`src/rtl/gsc_pkg.sv`:
```
`default_nettype none

package gsc_pkg;

    localparam int PADDR_W    = 4;
    localparam int U_W        = 25;   // gained magnitude, Q.24, up to 1.0 inclusive
    localparam int S_W        = 25;   // u*u >> 24
    localparam int T1_W       = 29;   // 27 + s
    localparam int T2_W       = 30;   // 27 + 9s, also the divisor
    localparam int NUM_W      = 54;   // u * (27 + s)
    localparam int DIVIDEND_W = 46;
    localparam int Q_W        = 16;
    localparam int DIV_STAGES = Q_W;  // one quotient bit per stage

    localparam logic [15:0]         VOL_MAX    = 16'd32768;
    localparam logic [55:0]         UNITY_Q46  = 56'd1 << 46;
    localparam logic [T2_W-1:0]     C27_Q24    = T2_W'(27) << 24;
    localparam logic [Q_W-1:0]      FULL_SCALE = 16'd32767;

    typedef struct packed {
        logic signed [23:0] mix_sample;
        logic               block_end;
    } in_word_t;

    typedef struct packed {
        logic signed [15:0] out_sample;
        logic               block_end_out;
    } out_word_t;

    typedef struct packed {
        logic [15:0] master_volume;
        logic [15:0] normalize_gain;
        logic        normalize_enable;
    } cfg_t;

    localparam cfg_t CFG_RESET = '{
        master_volume:    16'd16384,
        normalize_gain:   16'd23170,
        normalize_enable: 1'b1
    };

    // sideband carried with every sample through the pipe
    typedef struct packed {
        logic neg;
        logic clip;
        logic block_end;
    } side_t;

endpackage

`default_nettype wire

```
`src/rtl/gsc_gain.sv`:
```
`default_nettype none

module gsc_gain
    import gsc_pkg::*;
(
    input  wire logic           aclk,
    input  wire logic           aresetn,
    input  wire logic           advance,
    input  wire logic           in_valid,
    input  wire in_word_t       in_word,
    input  wire cfg_t           cfg,
    output logic                out_valid,
    output logic    [U_W-1:0]   out_u,
    output side_t               out_side
);

    // stage 1: magnitude times volume
    logic        v1_reg;
    logic [39:0] p1_reg;
    side_t       side1_reg;
    // stage 2: times normalization gain (or shifted left by 12 when it is off), Q.46
    logic        v2_reg;
    logic [55:0] a_reg;
    side_t       side2_reg;
    // stage 3: clip detect and truncate to Q.24
    logic           v3_reg;
    logic [U_W-1:0] u_reg;
    side_t          side3_reg;

    logic        neg;
    logic [23:0] mag;
    logic [39:0] p1_next;
    logic [55:0] a_next;
    logic        clip_next;

    assign neg     = in_word.mix_sample[23];
    assign mag     = neg ? (~in_word.mix_sample + 24'd1) : in_word.mix_sample;
    assign p1_next = 40'(mag) * 40'(cfg.master_volume);
    assign a_next  = cfg.normalize_enable ? (56'(p1_reg) * 56'(cfg.normalize_gain))
                                          : {4'd0, p1_reg, 12'd0};
    assign clip_next = a_reg > UNITY_Q46;

    always_ff @(posedge aclk) begin
        if (!aresetn) begin
            v1_reg <= 1'b0;
            v2_reg <= 1'b0;
            v3_reg <= 1'b0;
        end else if (advance) begin
            v1_reg <= in_valid;
            v2_reg <= v1_reg;
            v3_reg <= v2_reg;
        end
    end

    always_ff @(posedge aclk) begin
        if (advance) begin
            p1_reg    <= p1_next;
            side1_reg <= '{neg: neg, clip: 1'b0, block_end: in_word.block_end};
            a_reg     <= a_next;
            side2_reg <= side1_reg;
            u_reg     <= a_reg[46:22];
            side3_reg <= '{neg: side2_reg.neg, clip: clip_next,
                           block_end: side2_reg.block_end};
        end
    end

    assign out_valid = v3_reg;
    assign out_u     = u_reg;
    assign out_side  = side3_reg;

endmodule

`default_nettype wire

```
`config.mk`:
```
export PLATFORM = sky130hd
export DESIGN_NAME = gsc_gain
export DESIGN_NICKNAME = d
export VERILOG_FILES = /design/src/rtl/gsc_pkg.sv /design/src/rtl/gsc_gain.sv
export SDC_FILE = /design/constraint.sdc
export NUM_CORES = 2
export LEC_CHECK = 0
export ABC_AREA = 0
export BUFFER_PORTS_ARGS = -buffer_cell sky130_fd_sc_hd__buf_2
export CAP_MARGIN = 10
export CORE_ASPECT_RATIO = 1.1
export CORE_MARGIN = 1
export CORE_UTILIZATION = 40
export DETAILED_ROUTE_END_ITERATION = 12
export PLACE_DENSITY_LB_ADDON = 0.15
export SYNTH_ARGS = -nofsm -noshare
export SYNTH_HDL_FRONTEND = slang
export SYNTH_SLANG_ARGS = --single-unit
```
`constraint.sdc`:
```
create_clock -name aclk -period 16.4 [get_ports aclk]
set_input_delay 0.82 -clock aclk [delete_from_list [all_inputs] [get_ports aclk]]
set_output_delay 0.82 -clock aclk [all_outputs]
set_load 0.01 [all_outputs]
```
==> results.cfg <==
[clocking]
cts_root_buffer = clkbuf_16
h-tree-depth = 4
hold_buffers = 0
clk_latency_ps = 470
clkSlewWorstSetupHoldPaths_ps = 70
numCtsBuffers = 17
post_cts_buffers = 0
clock-sinks = 131
post_cts_resized = 0
cts_tree = done
cts_max_path_buffers = 2

[finish]
layout_commonest_cell = inv_1
antenna_cells = 0
final_area_mm2 = 0.0394
largest_register_ffs = 56
nNetsFinal = 5112
drive_gt1_frac = 0.0567
final_util = 0.426
layout_common_cells = 847 x inv_1, 836 x fa_1, 716 x nand2_1
synthToLayoutAreaGrowth_pct = 5.73

[global_route]
antenna_found_initial = 1
first_global_vias = 28833
grt_max_degree = 75
track_usage = 0.229
grt_pass1_wl_mm = 166
overflow = 0

[timing]
worst_pin_slew_ps = 1110
period_needed_ps = 8470
timing.slew.headroom = 0.261
setup_violations = 0
finClkSkew_ps = 13.1
fmax_mhz = 118
min_period_over_period = 0.517
hold_viol = 0
slew_violations = 0
finalSetupTns_ps = 0
rsz0062_at_grt = false

[floorplan]
start_util = 0.403
die_h_um = 322
core_mm2 = 0.0925
rows = 117
dieArea_mm2 = 0.0945
io_pins = 91
die_w_um = 293

[synthesis]
synth_edf_count = 128
seq_area_frac_synth = 0.105
ys_async_sr_fraction = 0
synthFlopType = edfxtp_1
syn-num-nets = 5157
netlist_instances = 4018
synth.avg_cell_area_um2 = 9.29
synth_area_mm2 = 0.0373
synth_warnings = 0
synth-seq-cells = 131
ys_types = 86

[route]
via_per_inst = 5.12
drc = 0
ant_nets = 0
wl_mm = 103
dr.pass1.iters = 5
wl_per_cell_um = 19.8
initialDrtViolationCount = 1318
num_vias = 26781

[critical_path]
cp_common_cell = fa_1
startpoint_type = input port
slowest_delay_ps = 580
crit_type = input port to register
cp_max_fo = 18
critical_path.startpoint = in_word[1]
cp-end-kind = register
crit_slowest_cell = a2111oi_2
arrival_ps = 8700
r2r-start = p1_reg[10]$_DFFE_PP_
crit_required_ps = 16630

[placement]
place_congestion = 0.890
placement.cell_area_mm2 = 0.0389
dpl.hpwl_mm = 78.8
port_buffers = 90

[status]
status = finished, final reports clean

[job]
maxCapViolations = 0

[worst_hold_path]
hold_path.class = register to register
min_from = side2_reg[0]$_DFFE_PP_
metrics by stage:
step	hold slack, ps	cells	setup slack, ps
final	420	5235	7930
after global routing	427	5235	7430
after CTS	420	5235	7880
after detailed placement	405	5203	7340
after global placement	403	5203	7420
after floorplan	400	4018	8130
cell usage after synthesis, types with 7 or more instances:
library cell  instances  area share
o31ai_1              10      0.0020
inv_1               847       0.085
nand2b_1             15      0.0025
and2_1              391       0.066
nor3_1                9      0.0012
a21o_1               49      0.0099
edfxtp_1            128        0.10
nor4_1               18      0.0030
a31oi_1              10      0.0017
mux2_2               29      0.0088
nor2_1               71      0.0071
clkbuf_1            182       0.018
fa_1                836        0.45
and3_1               11      0.0018
a21oi_1             100       0.013
o21ai_0              55      0.0074
ha_1                241       0.081
nor2b_1               7      0.0012
o21a_1                9      0.0018
nand3_1              24      0.0032
or3_1                10      0.0017
xnor2_1              68       0.016
nand4_1              19      0.0032
nand2_1             716       0.072
xor2_1               32      0.0075
o21bai_1             14      0.0028
per-layer routing:
metal,vias up,track usage,routed length [um]
li1,11996,-,-
met1,14024,0.309,46200
met2,645,0.397,51000
met3,116,0.0265,4540
met4,0,0.0439,1650
met5,-,0,0
logic make-up after synthesis:
group | after synthesis | share of synthesized area
muxes | 35 | 0.0104
xor gates and xnor gates | 100 | 0.0235
buffers and inverters | 1039 | 0.106
and+or+nand+nor | 1315 | 0.168
DFF | 131 | 0.105
AOI/OAI and AO/OA | 321 | 0.0576
adders and majority gates | 1077 | 0.529
worst max-delay path: cells and delay by family:
| family | cells | cell delay [ps] |
|---|---|---|
| compound gates | 7 | 1850 |
| xor+xnor | 2 | 230 |
| fa+ha+maj | 8 | 3480 |
| buf+inv | 7 | 710 |
| simple gates | 6 | 1600 |
final cells by class:
class | instances | area, um2
multi-input cells | 2848 | 29500
clock inverters | 14 | 131
inverters | 848 | 3180
clock buffers | 18 | 429
fillers | 9296 | 53100
well taps | 1249 | 1560
flip-flops and latches | 131 | 3900
repair buffers | 127 | 734
final timing paths:
kind | to | slack (ps) | depth (start not counted)
setup reg to reg | a_reg[46]$_DFFE_PP_ | 8700 | 22
hold reg to reg | out_side[0]$_DFFE_PP_ | 420 | 0
hold / removal | out_side[0]$_DFFE_PP_ | 420 | 0
setup / recovery | p1_reg[39]$_DFFE_PP_ | 7930 | 30
Power is not shown: default switching activity piles up to over one toggle a cycle in this logic, so the estimate is an artifact.
