--- src/rtl/gsc_pkg.sv ---
`default_nettype none

package gsc_pkg;

    localparam int PADDR_W    = 4;
    localparam int U_W        = 25;   // gained magnitude, Q.24, up to 1.0 inclusive
    localparam int S_W        = 25;   // u*u >> 24
    localparam int T1_W       = 29;   // 27 + s
    localparam int T2_W       = 30;   // 27 + 9s, also the divisor
    localparam int NUM_W      = 54;   // u * (27 + s)
    localparam int DIVIDEND_W = 46;
    localparam int Q_W        = 16;
    localparam int DIV_STAGES = Q_W;  // one quotient bit per stage

    localparam logic [15:0]         VOL_MAX    = 16'd32768;
    localparam logic [55:0]         UNITY_Q46  = 56'd1 << 46;
    localparam logic [T2_W-1:0]     C27_Q24    = T2_W'(27) << 24;
    localparam logic [Q_W-1:0]      FULL_SCALE = 16'd32767;

    typedef struct packed {
        logic signed [23:0] mix_sample;
        logic               block_end;
    } in_word_t;

    typedef struct packed {
        logic signed [15:0] out_sample;
        logic               block_end_out;
    } out_word_t;

    typedef struct packed {
        logic [15:0] master_volume;
        logic [15:0] normalize_gain;
        logic        normalize_enable;
    } cfg_t;

    localparam cfg_t CFG_RESET = '{
        master_volume:    16'd16384,
        normalize_gain:   16'd23170,
        normalize_enable: 1'b1
    };

    // sideband carried with every sample through the pipe
    typedef struct packed {
        logic neg;
        logic clip;
        logic block_end;
    } side_t;

endpackage

`default_nettype wire

--- src/rtl/gsc_cfg.sv ---
`default_nettype none

module gsc_cfg
    import gsc_pkg::*;
(
    input  wire logic               aclk,
    input  wire logic               aresetn,
    input  wire logic               psel,
    input  wire logic               penable,
    input  wire logic               pwrite,
    input  wire logic [PADDR_W-1:0] paddr,
    input  wire logic [31:0]        pwdata,
    output logic      [31:0]        prdata,
    output cfg_t                    cfg
);

    localparam logic [1:0] REG_MASTER_VOLUME    = 2'd0;
    localparam logic [1:0] REG_NORMALIZE_GAIN   = 2'd1;
    localparam logic [1:0] REG_NORMALIZE_ENABLE = 2'd2;

    cfg_t       cfg_reg;
    logic       wr_en;
    logic [1:0] reg_idx;

    assign wr_en   = psel && penable && pwrite;
    assign reg_idx = paddr[3:2];

    always_ff @(posedge aclk) begin
        if (!aresetn) begin
            cfg_reg <= CFG_RESET;
        end else if (wr_en) begin
            case (reg_idx)
                REG_MASTER_VOLUME: begin
                    // out-of-range volume is dropped
                    if (pwdata[15:0] <= VOL_MAX) begin
                        cfg_reg.master_volume <= pwdata[15:0];
                    end
                end
                REG_NORMALIZE_GAIN:   cfg_reg.normalize_gain   <= pwdata[15:0];
                REG_NORMALIZE_ENABLE: cfg_reg.normalize_enable <= pwdata[0];
                default: ;
            endcase
        end
    end

    always_comb begin
        case (reg_idx)
            REG_MASTER_VOLUME:    prdata = {16'd0, cfg_reg.master_volume};
            REG_NORMALIZE_GAIN:   prdata = {16'd0, cfg_reg.normalize_gain};
            REG_NORMALIZE_ENABLE: prdata = {31'd0, cfg_reg.normalize_enable};
            default:              prdata = 32'd0;
        endcase
    end

    assign cfg = cfg_reg;

endmodule

`default_nettype wire

--- config.mk ---
export PLATFORM = sky130hd
export DESIGN_NAME = gsc_cfg
export DESIGN_NICKNAME = d
export VERILOG_FILES = /design/src/rtl/gsc_pkg.sv /design/src/rtl/gsc_cfg.sv
export SDC_FILE = /design/constraint.sdc
export NUM_CORES = 1
export LEC_CHECK = 0
export BUFFER_PORTS_ARGS = -buffer_cell sky130_fd_sc_hd__buf_2
export CORE_ASPECT_RATIO = 0.5
export CORE_MARGIN = 2
export CORE_UTILIZATION = 45
export DETAILED_ROUTE_END_ITERATION = 12
export PLACE_DENSITY = 0.84
export SLEW_MARGIN = 20
export SYNTH_ARGS = -nofsm -noshare
export SYNTH_HDL_FRONTEND = slang
export SYNTH_SLANG_ARGS = --single-unit
--- constraint.sdc ---
create_clock -name aclk -period 5 [get_ports aclk]
set_input_delay 0.25 -clock aclk [delete_from_list [all_inputs] [get_ports aclk]]
set_output_delay 0.25 -clock aclk [all_outputs]
set_load 0.01 [all_outputs]
==> flow_summary.toml <==
[floorplan]
core.rowCount = 15
starting_density_of_the_core = 0.479
boundary_pins = 106
die_area_mm2 = 0.00425
die_h_um = 47.1
chipWidth_um = 90.2
core-area_mm2 = 0.00349

[yosys]
synth_sequential_area_ratio = 0.395
synth_enable_flop_cells = 0
yosys_warnings = 0
asyncSetResetFlopFracSynth = 0
synthesis.instances = 211
postSynthAreaPerCell_um2 = 7.92
post_synth_num_cell_types = 28
syn-cell-area_mm2 = 0.00167
ys_seq_elements = 33
synth-main-ff-cell = "sky130_fd_sc_hd__dfxtp_1"

[detailed_routing]
routed_via_density = 5.26
drt_drc_violations_left = 0
drt_first_pass_iters = 4
detailroute.via_count = 1704
route.final.wire_length_um = 4630
routedWlPerCell_um = 14.3
number_of_nets_with_antenna_violations_after_routing = 0
dr.first_iter.drc_count = 69

[critical_path]
critical_path_class = "in2reg"
cp.arrival_ns = 2.22
crit_path_start_kind = "primary input"
crit_path_max_fanout = 15
setup.worst_path.end_class = "flop"
timing.critical_path.required_ns = 5.19

[finish]
layout-drive-gt1-share = 0.304
area_delta_synth_final_pct = 22.8
layout.cells.most_common_list = "71 x sky130_fd_sc_hd__buf_2, 34 x sky130_fd_sc_hd__nand2_1, 33 x sky130_fd_sc_hd__dfxtp_1"
number_of_antenna_repair_diodes = 0
count_of_fill_cells_added_during_filler_insertion = 321
largest_register_ffs = 33
mostFrequentLayoutCell = "sky130_fd_sc_hd__buf_2"
number_of_nets_in_the_final_layout = 314

[global_routing]
grt_max_degree = 26
grt-ovfl-total = 0
antenna_found_initial = 0
grt_pass1_vias = 1463
globalRouteTotalUtil = 0.211
grt_first_pass_wirelength_um = 6910

[sta]
finalSetupTns_ns = 0
holdWs_ns = 0.217
grt_setup_unrepaired = "no"
final_period_minus_worst_setup_slack_ns = 2.02
final_min_period_over_clock_period = 0.405
final-hold-violation-count = 0
final.setup_skew_ns = 0
final_slew_viol_count = 0
clock.fmax_mhz = 494
max_slew.worst_pin.slew_ns = 1.11
setup_viol_count_final = 0
timing.slew.headroom = 0.257

[place]
hpwlAfterDp_um = 3170
io_buffer_count = 71
finalWeightedCongestion = 0.769

[outcome]
run_status = "finished, final reports clean"

[power_and_ir_drop]
cellPowerDensity_mw_per_mm2 = 259
internal_power_w = 0.000396
pwr-share-comb = 0.119
irDropWorstVdd_mv = 0.0976
pwr-share-clk = 0.376
leakagePower_nw = 0.962
p_switching_w = 0.000135
share_seq_of_total_power = 0.505
switching_share = 0.254

[flow_run]
maxCapViolations = 0

[cts]
cts_setup_buffers = 0
cts.sinks = 33
clockRootBuffer = "sky130_fd_sc_hd__clkbuf_8"
max-clock-path-buffers = 2
cts-buffers-inserted = 5
clkTransAtPathRegs_ns = 0.06
cts_hold_repair.buffers = 0
clk_latency_ns = 0.28
tritoncts = "yes"
cts-htree-levels = 2
cts_resized = 0

[hold_path]
holdCritPathClass = "in2reg"
## cell type report
class                      instances  area (um2)  share of cell area
inverter                           2        7.51             0.00366
sequential                        33         661               0.322
timing repair buffer              71         355               0.173
tap                               51        63.8              0.0311
clock buffer                       7        86.3              0.0421
multi-input combinational        160         878               0.428
## synthesized netlist by cell type, types with 2 or more instances
master,count,share of area
sky130_fd_sc_hd__o21ai_1,10,0.030
sky130_fd_sc_hd__nand3_1,23,0.069
sky130_fd_sc_hd__nor3b_1,2,0.0090
sky130_fd_sc_hd__buf_4,16,0.072
sky130_fd_sc_hd__inv_1,2,0.0045
sky130_fd_sc_hd__nand2_1,34,0.076
sky130_fd_sc_hd__a21oi_1,24,0.072
sky130_fd_sc_hd__clkbuf_1,8,0.018
sky130_fd_sc_hd__buf_1,2,0.0045
sky130_fd_sc_hd__o21ai_0,6,0.018
sky130_fd_sc_hd__buf_2,3,0.0090
sky130_fd_sc_hd__dfxtp_1,33,0.40
sky130_fd_sc_hd__mux2i_1,17,0.10
sky130_fd_sc_hd__or4_4,2,0.013
sky130_fd_sc_hd__nor2_1,16,0.036
## power by group through the flow
stage	Combinational [W]	Clock (W)	Sequential [W]
floorplan	0.0000450	0	0.000275
global placement	0.0000600	0	0.000274
detailed placement	0.0000612	0	0.000274
CTS	0.0000617	0.000202	0.000268
global route	0.0000674	0.000215	0.000268
finish	0.0000630	0.000200	0.000268
## metal layers
metal	part of all wire	up-vias	routed length, um	track usage
met2	0.51	65	2340	0.397
met3	0.047	7	217	0.0514
met4	0.0093	0	43	0.102
met1	0.44	813	2030	0.242
li1	-	819	-	-
met5	0	-	0	0
## per-stage QoR
| stage | power (W) | util | std cells | worst slack, ns | area [um2] |
|---|---|---|---|---|---|
| final | 0.000531 | 0.588 | 324 | 2.98 | 2050 |
| after global routing | 0.000551 | 0.588 | 324 | 2.95 | 2050 |
| after CTS | 0.000532 | 0.588 | 324 | 3.05 | 2050 |
| after detailed placement | 0.000335 | 0.563 | 317 | 2.78 | 1970 |
| after global placement | 0.000334 | 0.563 | 317 | 2.89 | 1970 |
| after floorplan | 0.000320 | - | 226 | 3.22 | 1730 |
## kinds of logic (layout without fill, tap and decap cells)
family,after synthesis,after routing,synth area share
DFF,33,33,0.395
other,1,16,0.00224
muxes,17,17,0.102
AOI/OAI and AO/OA,43,43,0.147
and+or+nand+nor,84,84,0.234
buffers and inverters,33,80,0.119
## path summary, 6_finish.rpt
| path | to | slack [ns] | cells after the start | startpoint |
|---|---|---|---|---|
| hold / removal | cfg[2] | 0.22 | 3 | pwdata[1] |
| setup / recovery | cfg[26] | 2.98 | 5 | pwdata[4] |
| hold reg to reg | cfg[6] | 0.47 | 2 | cfg[6] |
| setup reg to reg | cfg[26] | 4.28 | 2 | cfg[26] |
## worst max-delay path, cell delays in order
cell and delay, ns:
sky130_fd_sc_hd__buf_2 0.13, sky130_fd_sc_hd__or4_4 0.57, sky130_fd_sc_hd__o41ai_4 0.87, sky130_fd_sc_hd__nand3_1 0.19
sky130_fd_sc_hd__a21oi_1 0.21
Power figures use the tool's default switching activity.
