--- src/rtl/gsc_pkg.sv ---
`default_nettype none

package gsc_pkg;

    localparam int PADDR_W    = 4;
    localparam int U_W        = 25;   // gained magnitude, Q.24, up to 1.0 inclusive
    localparam int S_W        = 25;   // u*u >> 24
    localparam int T1_W       = 29;   // 27 + s
    localparam int T2_W       = 30;   // 27 + 9s, also the divisor
    localparam int NUM_W      = 54;   // u * (27 + s)
    localparam int DIVIDEND_W = 46;
    localparam int Q_W        = 16;
    localparam int DIV_STAGES = Q_W;  // one quotient bit per stage

    localparam logic [15:0]         VOL_MAX    = 16'd32768;
    localparam logic [55:0]         UNITY_Q46  = 56'd1 << 46;
    localparam logic [T2_W-1:0]     C27_Q24    = T2_W'(27) << 24;
    localparam logic [Q_W-1:0]      FULL_SCALE = 16'd32767;

    typedef struct packed {
        logic signed [23:0] mix_sample;
        logic               block_end;
    } in_word_t;

    typedef struct packed {
        logic signed [15:0] out_sample;
        logic               block_end_out;
    } out_word_t;

    typedef struct packed {
        logic [15:0] master_volume;
        logic [15:0] normalize_gain;
        logic        normalize_enable;
    } cfg_t;

    localparam cfg_t CFG_RESET = '{
        master_volume:    16'd16384,
        normalize_gain:   16'd23170,
        normalize_enable: 1'b1
    };

    // sideband carried with every sample through the pipe
    typedef struct packed {
        logic neg;
        logic clip;
        logic block_end;
    } side_t;

endpackage

`default_nettype wire

--- src/rtl/gsc_div.sv ---
`default_nettype none

module gsc_div
    import gsc_pkg::*;
(
    input  wire logic                  aclk,
    input  wire logic                  aresetn,
    input  wire logic                  advance,
    input  wire logic                  in_valid,
    input  wire logic [DIVIDEND_W-1:0] in_dividend,
    input  wire logic [T2_W-1:0]       in_divisor,
    input  wire side_t                 in_side,
    output logic                       out_valid,
    output logic      [Q_W-1:0]        out_quot,
    output side_t                      out_side
);

    // restoring divider, one quotient bit per stage, MSB first
    logic                  v_reg    [1:DIV_STAGES];
    logic [DIVIDEND_W-1:0] rem_reg  [1:DIV_STAGES-1];
    logic [T2_W-1:0]       dvs_reg  [1:DIV_STAGES-1];
    logic [Q_W-1:0]        q_reg    [1:DIV_STAGES];
    side_t                 side_reg [1:DIV_STAGES];

    logic [DIVIDEND_W-1:0] rem_cur  [0:DIV_STAGES-1];
    logic [T2_W-1:0]       dvs_cur  [0:DIV_STAGES-1];
    logic [Q_W-1:0]        q_cur    [0:DIV_STAGES-1];
    logic [DIVIDEND_W-1:0] rem_next [1:DIV_STAGES];
    logic [Q_W-1:0]        q_next   [1:DIV_STAGES];

    always_comb begin
        logic [DIVIDEND_W-1:0] trial;
        rem_cur[0] = in_dividend;
        dvs_cur[0] = in_divisor;
        q_cur[0]   = '0;
        for (int k = 1; k < DIV_STAGES; k++) begin
            rem_cur[k] = rem_reg[k];
            dvs_cur[k] = dvs_reg[k];
            q_cur[k]   = q_reg[k];
        end
        for (int k = 0; k < DIV_STAGES; k++) begin
            trial      = DIVIDEND_W'(dvs_cur[k]) << (DIV_STAGES - 1 - k);
            q_next[k+1] = q_cur[k];
            if (rem_cur[k] >= trial) begin
                rem_next[k+1] = rem_cur[k] - trial;
                q_next[k+1][DIV_STAGES-1-k] = 1'b1;
            end else begin
                rem_next[k+1] = rem_cur[k];
            end
        end
    end

    always_ff @(posedge aclk) begin
        if (!aresetn) begin
            for (int k = 1; k <= DIV_STAGES; k++) begin
                v_reg[k] <= 1'b0;
            end
        end else if (advance) begin
            v_reg[1] <= in_valid;
            for (int k = 2; k <= DIV_STAGES; k++) begin
                v_reg[k] <= v_reg[k-1];
            end
        end
    end

    always_ff @(posedge aclk) begin
        if (advance) begin
            side_reg[1] <= in_side;
            for (int k = 1; k <= DIV_STAGES; k++) begin
                q_reg[k] <= q_next[k];
            end
            for (int k = 1; k < DIV_STAGES; k++) begin
                rem_reg[k] <= rem_next[k];
                dvs_reg[k] <= dvs_cur[k-1];
            end
            for (int k = 2; k <= DIV_STAGES; k++) begin
                side_reg[k] <= side_reg[k-1];
            end
        end
    end

    assign out_valid = v_reg[DIV_STAGES];
    assign out_quot  = q_reg[DIV_STAGES];
    assign out_side  = side_reg[DIV_STAGES];

endmodule

`default_nettype wire

--- config.mk ---
export PLATFORM = sky130hd
export DESIGN_NAME = gsc_div
export DESIGN_NICKNAME = d
export VERILOG_FILES = /design/src/rtl/gsc_pkg.sv /design/src/rtl/gsc_div.sv
export SDC_FILE = /design/constraint.sdc
export NUM_CORES = 2
export LEC_CHECK = 0
export BUFFER_PORTS_ARGS = -buffer_cell sky130_fd_sc_hd__buf_4
export CORE_MARGIN = 4
export CORE_UTILIZATION = 58
export DETAILED_ROUTE_END_ITERATION = 10
export GPL_TIMING_DRIVEN = 0
export MAX_ROUTING_LAYER = met4
export PLACE_DENSITY = 0.84
export SLEW_MARGIN = 20
export SYNTH_ARGS = -nofsm -noshare
export SYNTH_HDL_FRONTEND = slang
export SYNTH_SLANG_ARGS = --single-unit
--- constraint.sdc ---
create_clock -name aclk -period 3.7 [get_ports aclk]
set_clock_uncertainty 0.15 [all_clocks]
set_input_delay 0.555 -clock aclk [delete_from_list [all_inputs] [get_ports aclk]]
set_output_delay 0.555 -clock aclk [all_outputs]
set_load 0.02 [all_outputs]
==> impl_metrics.tcl <==
set metrics [dict create \
    clk_latency_ps 790 \
    clkTransAtPathRegs_ps 60 \
    diodes 0 \
    hold_path_class "in2reg" \
    grt_max_degree 164 \
    outcome "complete, but fails checks" \
    startpoint "rem_reg[0][375]" \
    tightestPinTransition_ps 991 \
    yosysTopAreaCellShare 0.545 \
    area_growth_pct 17.5 \
    dp.cells 8343 \
    hold_viol 0 \
    pre_cts_slack_ps -2420 \
    largest_reg_flops 690 \
    die_w_um 365 \
    start_kind "flop" \
    slew_headroom 0.333 \
    wl_per_cell_um 21.9 \
    critPathKind "reg2reg" \
    grt_pass1_vias 54500 \
    timing.fmax_mhz 261 \
    fillers 8826 \
    layout_setup_ws_ps -135 \
    drive_gt1_frac 0.146 \
    die-height_um 365 \
    port_buffers 102 \
    placed_cell_area_mm2 0.0770 \
    synth.distinct_cells 98 \
    min_period_ps 3830 \
    endpoint_kind "flop" \
    cts_tree "yes" \
    seq_area_frac_synth 0.545 \
    finalMaxSlewViolations 0 \
    clockRootBuffer "clkbuf_16" \
    via_per_inst 5.93 \
    grt_pass1_wl_mm 289 \
    cap_viol_max_count 0 \
    violations "negative setup slack" \
    dr.pass1.iters 5 \
    yosys_warnings 0 \
    drc 0 \
    cts_sinks 1340 \
    worst_ep_arrival_time_ps 4220 \
    track_usage 0.292 \
    async_flop_share 0 \
    dpl.hpwl_mm 139 \
    instances_no_fill 8801 \
    ys.flop_type "edfxtp_1" \
    most-common-layout-cells "1340 x edfxtp_1, 594 x inv_1, 521 x a21oi_1, 481 x nand2_1, 437 x ha_1" \
    final_common_cell "edfxtp_1" \
    h-tree-depth 4 \
    postSynthCellCount 6579 \
    dr_wl_met2_mm 107 \
    rows 130 \
    rsz0062_at_grt "true" \
    ir_drop_mv 0.559 \
    ctsLongestPathBuffers 3 \
    die-area_mm2 0.133 \
    avgSynthCellArea_um2 11.2 \
    synth_enable_flop_cells 1340 \
    r2r-start "rem_reg[0][375]" \
    initial_core_util 0.585 \
    ys_ff_latch 1340 \
    crit_fanout 3 \
    routed-wl-met3_mm 6.03 \
    synth_area_mm2 0.0738 \
    wl_met1_mm 60.6 \
    p_leak_nw 34.6 \
    final_antenna_net_count 0 \
    place_congestion 1.00 \
    highest_layer "met4" \
    min_from "advance" \
    overflow 0 \
    routed_wl_mm 193 \
    core_area_mm2 0.126 \
    synth_top_cell_by_area "edfxtp_1" \
    synth.area.top_cells "edfxtp_1 55%, ha_1 8.1%, a21oi_1 3.8%" \
    antenna_found_initial 1 \
    cp_data_required_time_ps 4090 \
    ios 103 \
    final_area_mm2 0.0867 \
    hold_ws_ps 51.7 \
    finalSetupTns_ps -2050 \
    vias 52200 \
    min_period_over_period 1.04 \
    cts_buffers 145 \
    nets 7614 \
    setup_viol 41 \
    synth_nets 7157 \
    drt_iter0_drc 4026 \
    powerDensity_mw_per_mm2 763 \
]
## path summary, 6_finish.rpt
check | to | slack [ps] | depth (start not counted)
max | rem_reg[0][459] | -130 | 14
min | dvs_reg[0][58] | 50 | 1
max reg2reg | rem_reg[0][459] | -130 | 14
min reg2reg | q_reg[0][237] | 260 | 0
## per-layer routing
metal	vias up	GRT usage
met1	24700	0.243
li1	25100	-
met2	1641	0.570
met5	-	-
met3	748	0.0349
met4	0	0.233
## cell type report
| cell class | count | area, um^2 | share of cell area |
|---|---|---|---|
| Clock inverter | 89 | 981 | 0.0113 |
| Timing Repair Buffer | 358 | 3550 | 0.0410 |
| Multi-Input combinational cell | 4462 | 32800 | 0.378 |
| Inverter | 606 | 2290 | 0.0264 |
| Sequential cell | 1340 | 40200 | 0.464 |
| Buffer | 123 | 1030 | 0.0119 |
| Tap cell | 1650 | 2060 | 0.0238 |
| Clock buffer | 173 | 3750 | 0.0433 |
## kinds of logic (layout without fill, tap and decap cells)
logic type	after synthesis	count (layout)	share of synthesized area
AOI/OAI and AO/OA	1775	1775	0.150
adders and majority gates	495	495	0.0854
buffers and inverters	777	1349	0.0403
xor gates and xnor gates	495	495	0.0587
DFF	1340	1340	0.545
and+or+nand+nor	1602	1602	0.106
muxes	95	95	0.0144
## critical path, cell delays in order, from the launching register on
cell	delay (ps)
edfxtp_1	400
inv_1	80
ha_2	180
inv_2	40
fa_2	350
a21o_1	160
a21o_1	180
a2111oi_4	430
o21ai_4	130
a21oi_4	210
o211ai_1	190
o31a_1	350
nand3b_4	170
or4_4	430
xnor2_1	130
## synth_stat cells, drive strengths merged, types with 58 or more instances
cell type / number
nor3: 88
and3: 58
a21o: 297
o21a: 62
clkbuf: 130
inv: 606
nand2b: 74
nand3: 111
ha: 480
a21oi: 566
xor2: 213
mux2: 91
edfxtp: 1340
xnor2: 282
o21bai: 62
nand2: 489
o21ai: 449
nor2: 410
nand4: 89
## per-stage QoR
stage,total power (W),util
after floorplan,0.0419,-
after global placement,0.0484,0.608
after detailed placement,0.0485,0.611
after CTS,0.0646,0.675
after global routing,0.0700,0.688
final,0.0662,0.688
## power breakdown
group	total, W	switching (W)	internal [W]
logic	0.0281	0.0160	0.0121
clock network	0.0144	0.00610	0.00830
registers	0.0237	0.00209	0.0216
total	0.0662	0.0242	0.0420
## timing repair
action / in CTS / in global routing
endpoints found under the setup margin: 739 / 491
resized for setup: 450 / 276
hold buffers: 80 / 0
buffers inserted: 72 / 75
cloned: 8 / 9
endpoints found under the hold margin: 85 / 0
pin swaps: 82 / 108
Note: power is estimated with default switching activity, not from simulation.
