`config.mk`:
```
export PLATFORM = sky130hd
export DESIGN_NAME = gsc_pade
export DESIGN_NICKNAME = d
export VERILOG_FILES = /design/src/rtl/gsc_pkg.sv /design/src/rtl/gsc_pade.sv
export SDC_FILE = /design/constraint.sdc
export NUM_CORES = 2
export LEC_CHECK = 0
export BUFFER_PORTS_ARGS = -buffer_cell sky130_fd_sc_hd__buf_2
export CAP_MARGIN = 30
export CORE_UTILIZATION = 60
export DETAILED_ROUTE_END_ITERATION = 10
export PLACE_DENSITY = 0.77
export SYNTH_ARGS = -nofsm -noshare
export SYNTH_HDL_FRONTEND = slang
export SYNTH_SLANG_ARGS = --single-unit
```
`constraint.sdc`:
```
create_clock -name aclk -period 8.5 [get_ports aclk]
set_input_delay 0.425 -clock aclk [delete_from_list [all_inputs] [get_ports aclk]]
set_output_delay 0.425 -clock aclk [all_outputs]
set_load 0.005 [all_outputs]
```
`src/rtl/gsc_pkg.sv`:
```
`default_nettype none

package gsc_pkg;

    localparam int PADDR_W    = 4;
    localparam int U_W        = 25;   // gained magnitude, Q.24, up to 1.0 inclusive
    localparam int S_W        = 25;   // u*u >> 24
    localparam int T1_W       = 29;   // 27 + s
    localparam int T2_W       = 30;   // 27 + 9s, also the divisor
    localparam int NUM_W      = 54;   // u * (27 + s)
    localparam int DIVIDEND_W = 46;
    localparam int Q_W        = 16;
    localparam int DIV_STAGES = Q_W;  // one quotient bit per stage

    localparam logic [15:0]         VOL_MAX    = 16'd32768;
    localparam logic [55:0]         UNITY_Q46  = 56'd1 << 46;
    localparam logic [T2_W-1:0]     C27_Q24    = T2_W'(27) << 24;
    localparam logic [Q_W-1:0]      FULL_SCALE = 16'd32767;

    typedef struct packed {
        logic signed [23:0] mix_sample;
        logic               block_end;
    } in_word_t;

    typedef struct packed {
        logic signed [15:0] out_sample;
        logic               block_end_out;
    } out_word_t;

    typedef struct packed {
        logic [15:0] master_volume;
        logic [15:0] normalize_gain;
        logic        normalize_enable;
    } cfg_t;

    localparam cfg_t CFG_RESET = '{
        master_volume:    16'd16384,
        normalize_gain:   16'd23170,
        normalize_enable: 1'b1
    };

    // sideband carried with every sample through the pipe
    typedef struct packed {
        logic neg;
        logic clip;
        logic block_end;
    } side_t;

endpackage

`default_nettype wire

```
`src/rtl/gsc_pade.sv`:
```
`default_nettype none

module gsc_pade
    import gsc_pkg::*;
(
    input  wire logic                  aclk,
    input  wire logic                  aresetn,
    input  wire logic                  advance,
    input  wire logic                  in_valid,
    input  wire logic [U_W-1:0]        in_u,
    input  wire side_t                 in_side,
    output logic                       out_valid,
    output logic      [DIVIDEND_W-1:0] out_dividend,
    output logic      [T2_W-1:0]       out_divisor,
    output side_t                      out_side
);

    // stage 4: square
    logic           v4_reg;
    logic [49:0]    sq_reg;
    logic [U_W-1:0] u4_reg;
    side_t          side4_reg;
    // stage 5: numerator and denominator polynomials
    logic            v5_reg;
    logic [T1_W-1:0] t1_reg;
    logic [T2_W-1:0] t2_reg;
    logic [U_W-1:0]  u5_reg;
    side_t           side5_reg;
    // stage 6: numerator product
    logic            v6_reg;
    logic [NUM_W-1:0] num_reg;
    logic [T2_W-1:0] dd6_reg;
    side_t           side6_reg;
    // stage 7: rounding bias, fold the 2^9 into the dividend
    logic                  v7_reg;
    logic [DIVIDEND_W-1:0] dividend_reg;
    logic [T2_W-1:0]       dd7_reg;
    side_t                 side7_reg;

    logic [S_W-1:0]   s;
    logic [T1_W-1:0]  t1_next;
    logic [T2_W-1:0]  t2_next;
    logic [54:0]      biased;

    assign s       = sq_reg[48:24];
    assign t1_next = T1_W'(C27_Q24) + T1_W'(s);
    assign t2_next = C27_Q24 + T2_W'(s) + {2'd0, s, 3'd0};
    // floor((num + den/2) / (dd*2^9)) == floor(floor((num + dd*2^8) / 2^9) / dd)
    assign biased  = 55'(num_reg) + {17'd0, dd6_reg, 8'd0};

    always_ff @(posedge aclk) begin
        if (!aresetn) begin
            v4_reg <= 1'b0;
            v5_reg <= 1'b0;
            v6_reg <= 1'b0;
            v7_reg <= 1'b0;
        end else if (advance) begin
            v4_reg <= in_valid;
            v5_reg <= v4_reg;
            v6_reg <= v5_reg;
            v7_reg <= v6_reg;
        end
    end

    always_ff @(posedge aclk) begin
        if (advance) begin
            sq_reg       <= 50'(in_u) * 50'(in_u);
            u4_reg       <= in_u;
            side4_reg    <= in_side;
            t1_reg       <= t1_next;
            t2_reg       <= t2_next;
            u5_reg       <= u4_reg;
            side5_reg    <= side4_reg;
            num_reg      <= NUM_W'(u5_reg) * NUM_W'(t1_reg);
            dd6_reg      <= t2_reg;
            side6_reg    <= side5_reg;
            dividend_reg <= biased[54:9];
            dd7_reg      <= dd6_reg;
            side7_reg    <= side6_reg;
        end
    end

    assign out_valid    = v7_reg;
    assign out_dividend = dividend_reg;
    assign out_divisor  = dd7_reg;
    assign out_side     = side7_reg;

endmodule

`default_nettype wire

```
==> results.toml <==
[clock_tree]
htreeDepth = 2
tritoncts.num_buffers = 35
cts_sinks = 296
cts.hold.buffers_added = 0
clock_insertion_delay_worst_skew_ns = 0.55
cts.root.buffer_cell = "sky130_fd_sc_hd__clkbuf_16"
clk_pin_slew_worst_paths_ns = 0.06
clock_tree_from_tritoncts = "built"
post_cts.repair.setup_buffers = 0
postCtsResizedCells = 0
max-clock-path-buffers = 3

[route]
routed-via-count = 34100
wl_per_cell_um = 18.4
detail_route.vias_per_cell = 5.38
remaining_drc_errors = 0
wl_um = 116000
drtAntennaViolNets = 0
drtPass1Iterations = 6
drt_iter0_drc = 2300

[synth]
synth_area_leaders = "sky130_fd_sc_hd__fa_1 42%, sky130_fd_sc_hd__edfxtp_1 17%, sky130_fd_sc_hd__ha_1 11%, sky130_fd_sc_hd__inv_1 10%, sky130_fd_sc_hd__and2_1 5.7%"
yosys_top_cell_area_share_pct = 41.9
synthesis.yosys.warnings = 0
synth.ff_latch_count = 296
ys_seq_area_share_pct = 17.1
synth.avg_cell_area_um2 = 10.1
yosysMostFrequentCell = "sky130_fd_sc_hd__inv_1"
synth_top_area_cell = "sky130_fd_sc_hd__fa_1"
number_of_flops_mapped_to_enable_cells_by_yosys = 292
synth.top_cells.by_count = "1383 x sky130_fd_sc_hd__inv_1, 1083 x sky130_fd_sc_hd__fa_1, 509 x sky130_fd_sc_hd__nand2_1, 474 x sky130_fd_sc_hd__and2_1, 447 x sky130_fd_sc_hd__ha_1"
post_synthesis_net_count = 6670
postSynth.topFlopCell = "sky130_fd_sc_hd__edfxtp_1"
synthDistinctLibCells = 70
synth-async-reset-ratio_pct = 0
total_standard_cell_area_after_synthesis_um2 = 51800
synthCells = 5108

[sta]
finalSetupViolCount = 0
finalCriticalPeriod_ns = 8.05
timing_max_transition_violations_final = 0
setup_repair_after_global_routing_missed_its_margin = "no"
finClkSkew_ns = 0.0209
worst_slew_margin_relative_to_its_limit_pct = 23.4
hold_viol_final = 0
tns_ns = 0
worstMarginPinSlew_ns = 1.15
final_min_period_over_clock_period_pct = 94.8
max_freq_mhz = 124
hold_ws_ns = 0.0714

[global_routing]
grt_max_degree = 160
grt_remaining_overflow = 0
antenna_found_initial = 4
via_count_of_the_first_global_routing_pass = 37000
global_route.usage.total_pct = 28.3
grt_pass1_wl_um = 192000

[worst_setup_path]
critPathCaptureType = "register"
cp.arrival_ns = 8.35
cpMostUsedCell = "sky130_fd_sc_hd__fa_1"
cp.required_ns = 8.80
crit-reg2reg-launch = "u5_reg[7]"
worst_reg_to_reg_cells = 25
timing.critical_path.slowest_stage_cell = "sky130_fd_sc_hd__edfxtp_1"
crit_path_launch_type = "register"
kind_of_critical_path = "register to register"
critical-path-max-stage-delay_ns = 1.03
timing.rr.end = "num_reg[53]"
worstPathBufferInverterCount = 6
cpLargestDelayFamily = "adder cells"
r2r_slack_ns = 0.45
critPathMaxFanout = 28

[die]
dieWidth_um = 296
die_h_um = 296
initial_utilization_pct = 60.7
placeableCoreArea_um2 = 85300
pin_count = 112
fp.dieArea_um2 = 87400
row_count = 107

[layout]
area_growth_pct = 5.99
final_layout_size_suffix_gt1_share_pct = 5.05
layout.core_utilization_pct = 64.3
fillers = 6725
layoutNonFillerInstCount = 6336
layout.nets = 6730

[status]
status = "complete, no violations"

[placed_design]
dp_hpwl_um = 94900
place_congestion = 0.946
place_inst = 6274
buffer_ports.inserted = 111

[hold_path]
holdCritPathClass = "input port to register"
hold_end = "side4_reg[0]"
worstHoldPathCells = 1
worst_hold_startpoint = "in_side[0]"

[job]
max-cap-violations = 0
per-stage QoR:
| step | worst slack, ns | cell area, µm² |
|---|---|---|
| detailed placement | 0.481 | 53700 |
| CTS | 0.477 | 54800 |
| global placement | 0.562 | 53700 |
| finish | 0.446 | 54900 |
| global route | 0.0136 | 54900 |
| floorplan | 1.16 | 51800 |
routing by layer:
layer / GRT usage (%) / wire length (µm)
met3: 4.87 / 9590
met5: 0 / 27
met2: 48.0 / 56300
met4: 7.44 / 3260
met1: 37.9 / 47100
kinds of logic after synthesis:
kind of cell             count (synthesis)  synth area share, %
multiplexers                             9                0.176
buffers and inverters                 1546                 11.2
flip-flops                             296                 17.1
adder cells (fa/ha/maj)               1530                 52.7
XOR/XNOR                               136                 2.30
AO/OA/AOI/OAI                          342                 4.48
AND/OR/NAND/NOR                       1249                 12.0
cell type report:
type,instances,area [µm²],area share (%)
sequential,296,8850,16.1
inverter,1383,5190,9.46
tap,1144,1430,2.61
timing repair buffer,186,1150,2.10
antenna,1,2.50,0.00456
clock buffer,39,891,1.62
clock inverter,21,235,0.429
multi-input combinational,3266,37100,67.6
worst register-to-register path: cells and delay by family, from the launching register on:
kind / cells / cell delay, ns
adder cells (fa/ha/maj): 8 / 3.77
AO/OA/AOI/OAI: 8 / 1.90
flip-flops: 1 / 1.03
buffers and inverters: 6 / 0.57
AND/OR/NAND/NOR: 2 / 0.46
XOR/XNOR: 1 / 0.11
worst max path at each step:
| stage | from | endpoint | slack (ns) | cells after the start |
|---|---|---|---|---|
| after floorplan | in_u[3] | sq_reg[48] | 1.16 | 28 |
| after global placement | u5_reg[8] | num_reg[53] | 0.56 | 25 |
| after detailed placement | u5_reg[8] | num_reg[53] | 0.48 | 25 |
| after CTS | u5_reg[8] | num_reg[53] | 0.48 | 25 |
| after global routing | u5_reg[8] | num_reg[53] | 0.01 | 25 |
| final | u5_reg[7] | num_reg[53] | 0.45 | 25 |
cell usage in the layout (no fill, tap or decap), types with 5 or more instances in the layout:
cell and count:
sky130_fd_sc_hd__a211oi_1 13, sky130_fd_sc_hd__a21o_1 67, sky130_fd_sc_hd__a21oi_1 103, sky130_fd_sc_hd__a31oi_1 10, sky130_fd_sc_hd__and2_1 474, sky130_fd_sc_hd__and3_1 16
sky130_fd_sc_hd__and4_1 8, sky130_fd_sc_hd__buf_2 110, sky130_fd_sc_hd__buf_4 73, sky130_fd_sc_hd__clkbuf_16 35, sky130_fd_sc_hd__clkinv_4 5, sky130_fd_sc_hd__edfxtp_1 292
sky130_fd_sc_hd__fa_1 1083, sky130_fd_sc_hd__ha_1 447, sky130_fd_sc_hd__inv_1 1383, sky130_fd_sc_hd__mux2i_1 8, sky130_fd_sc_hd__nand2_1 509, sky130_fd_sc_hd__nand2b_1 13
sky130_fd_sc_hd__nand3_1 15, sky130_fd_sc_hd__nand4_1 20, sky130_fd_sc_hd__nor2_1 117, sky130_fd_sc_hd__nor2b_1 26, sky130_fd_sc_hd__nor3_1 27, sky130_fd_sc_hd__o211ai_1 7
sky130_fd_sc_hd__o21a_1 15, sky130_fd_sc_hd__o21ai_0 47, sky130_fd_sc_hd__o21ai_1 12, sky130_fd_sc_hd__o21bai_1 10, sky130_fd_sc_hd__or2_2 6, sky130_fd_sc_hd__or3_1 6
sky130_fd_sc_hd__xnor2_1 90, sky130_fd_sc_hd__xor2_1 46
Power is left out: the tool's default activity adds up to more than one toggle a clock period on the data nets, which glitch-free logic cannot reach.
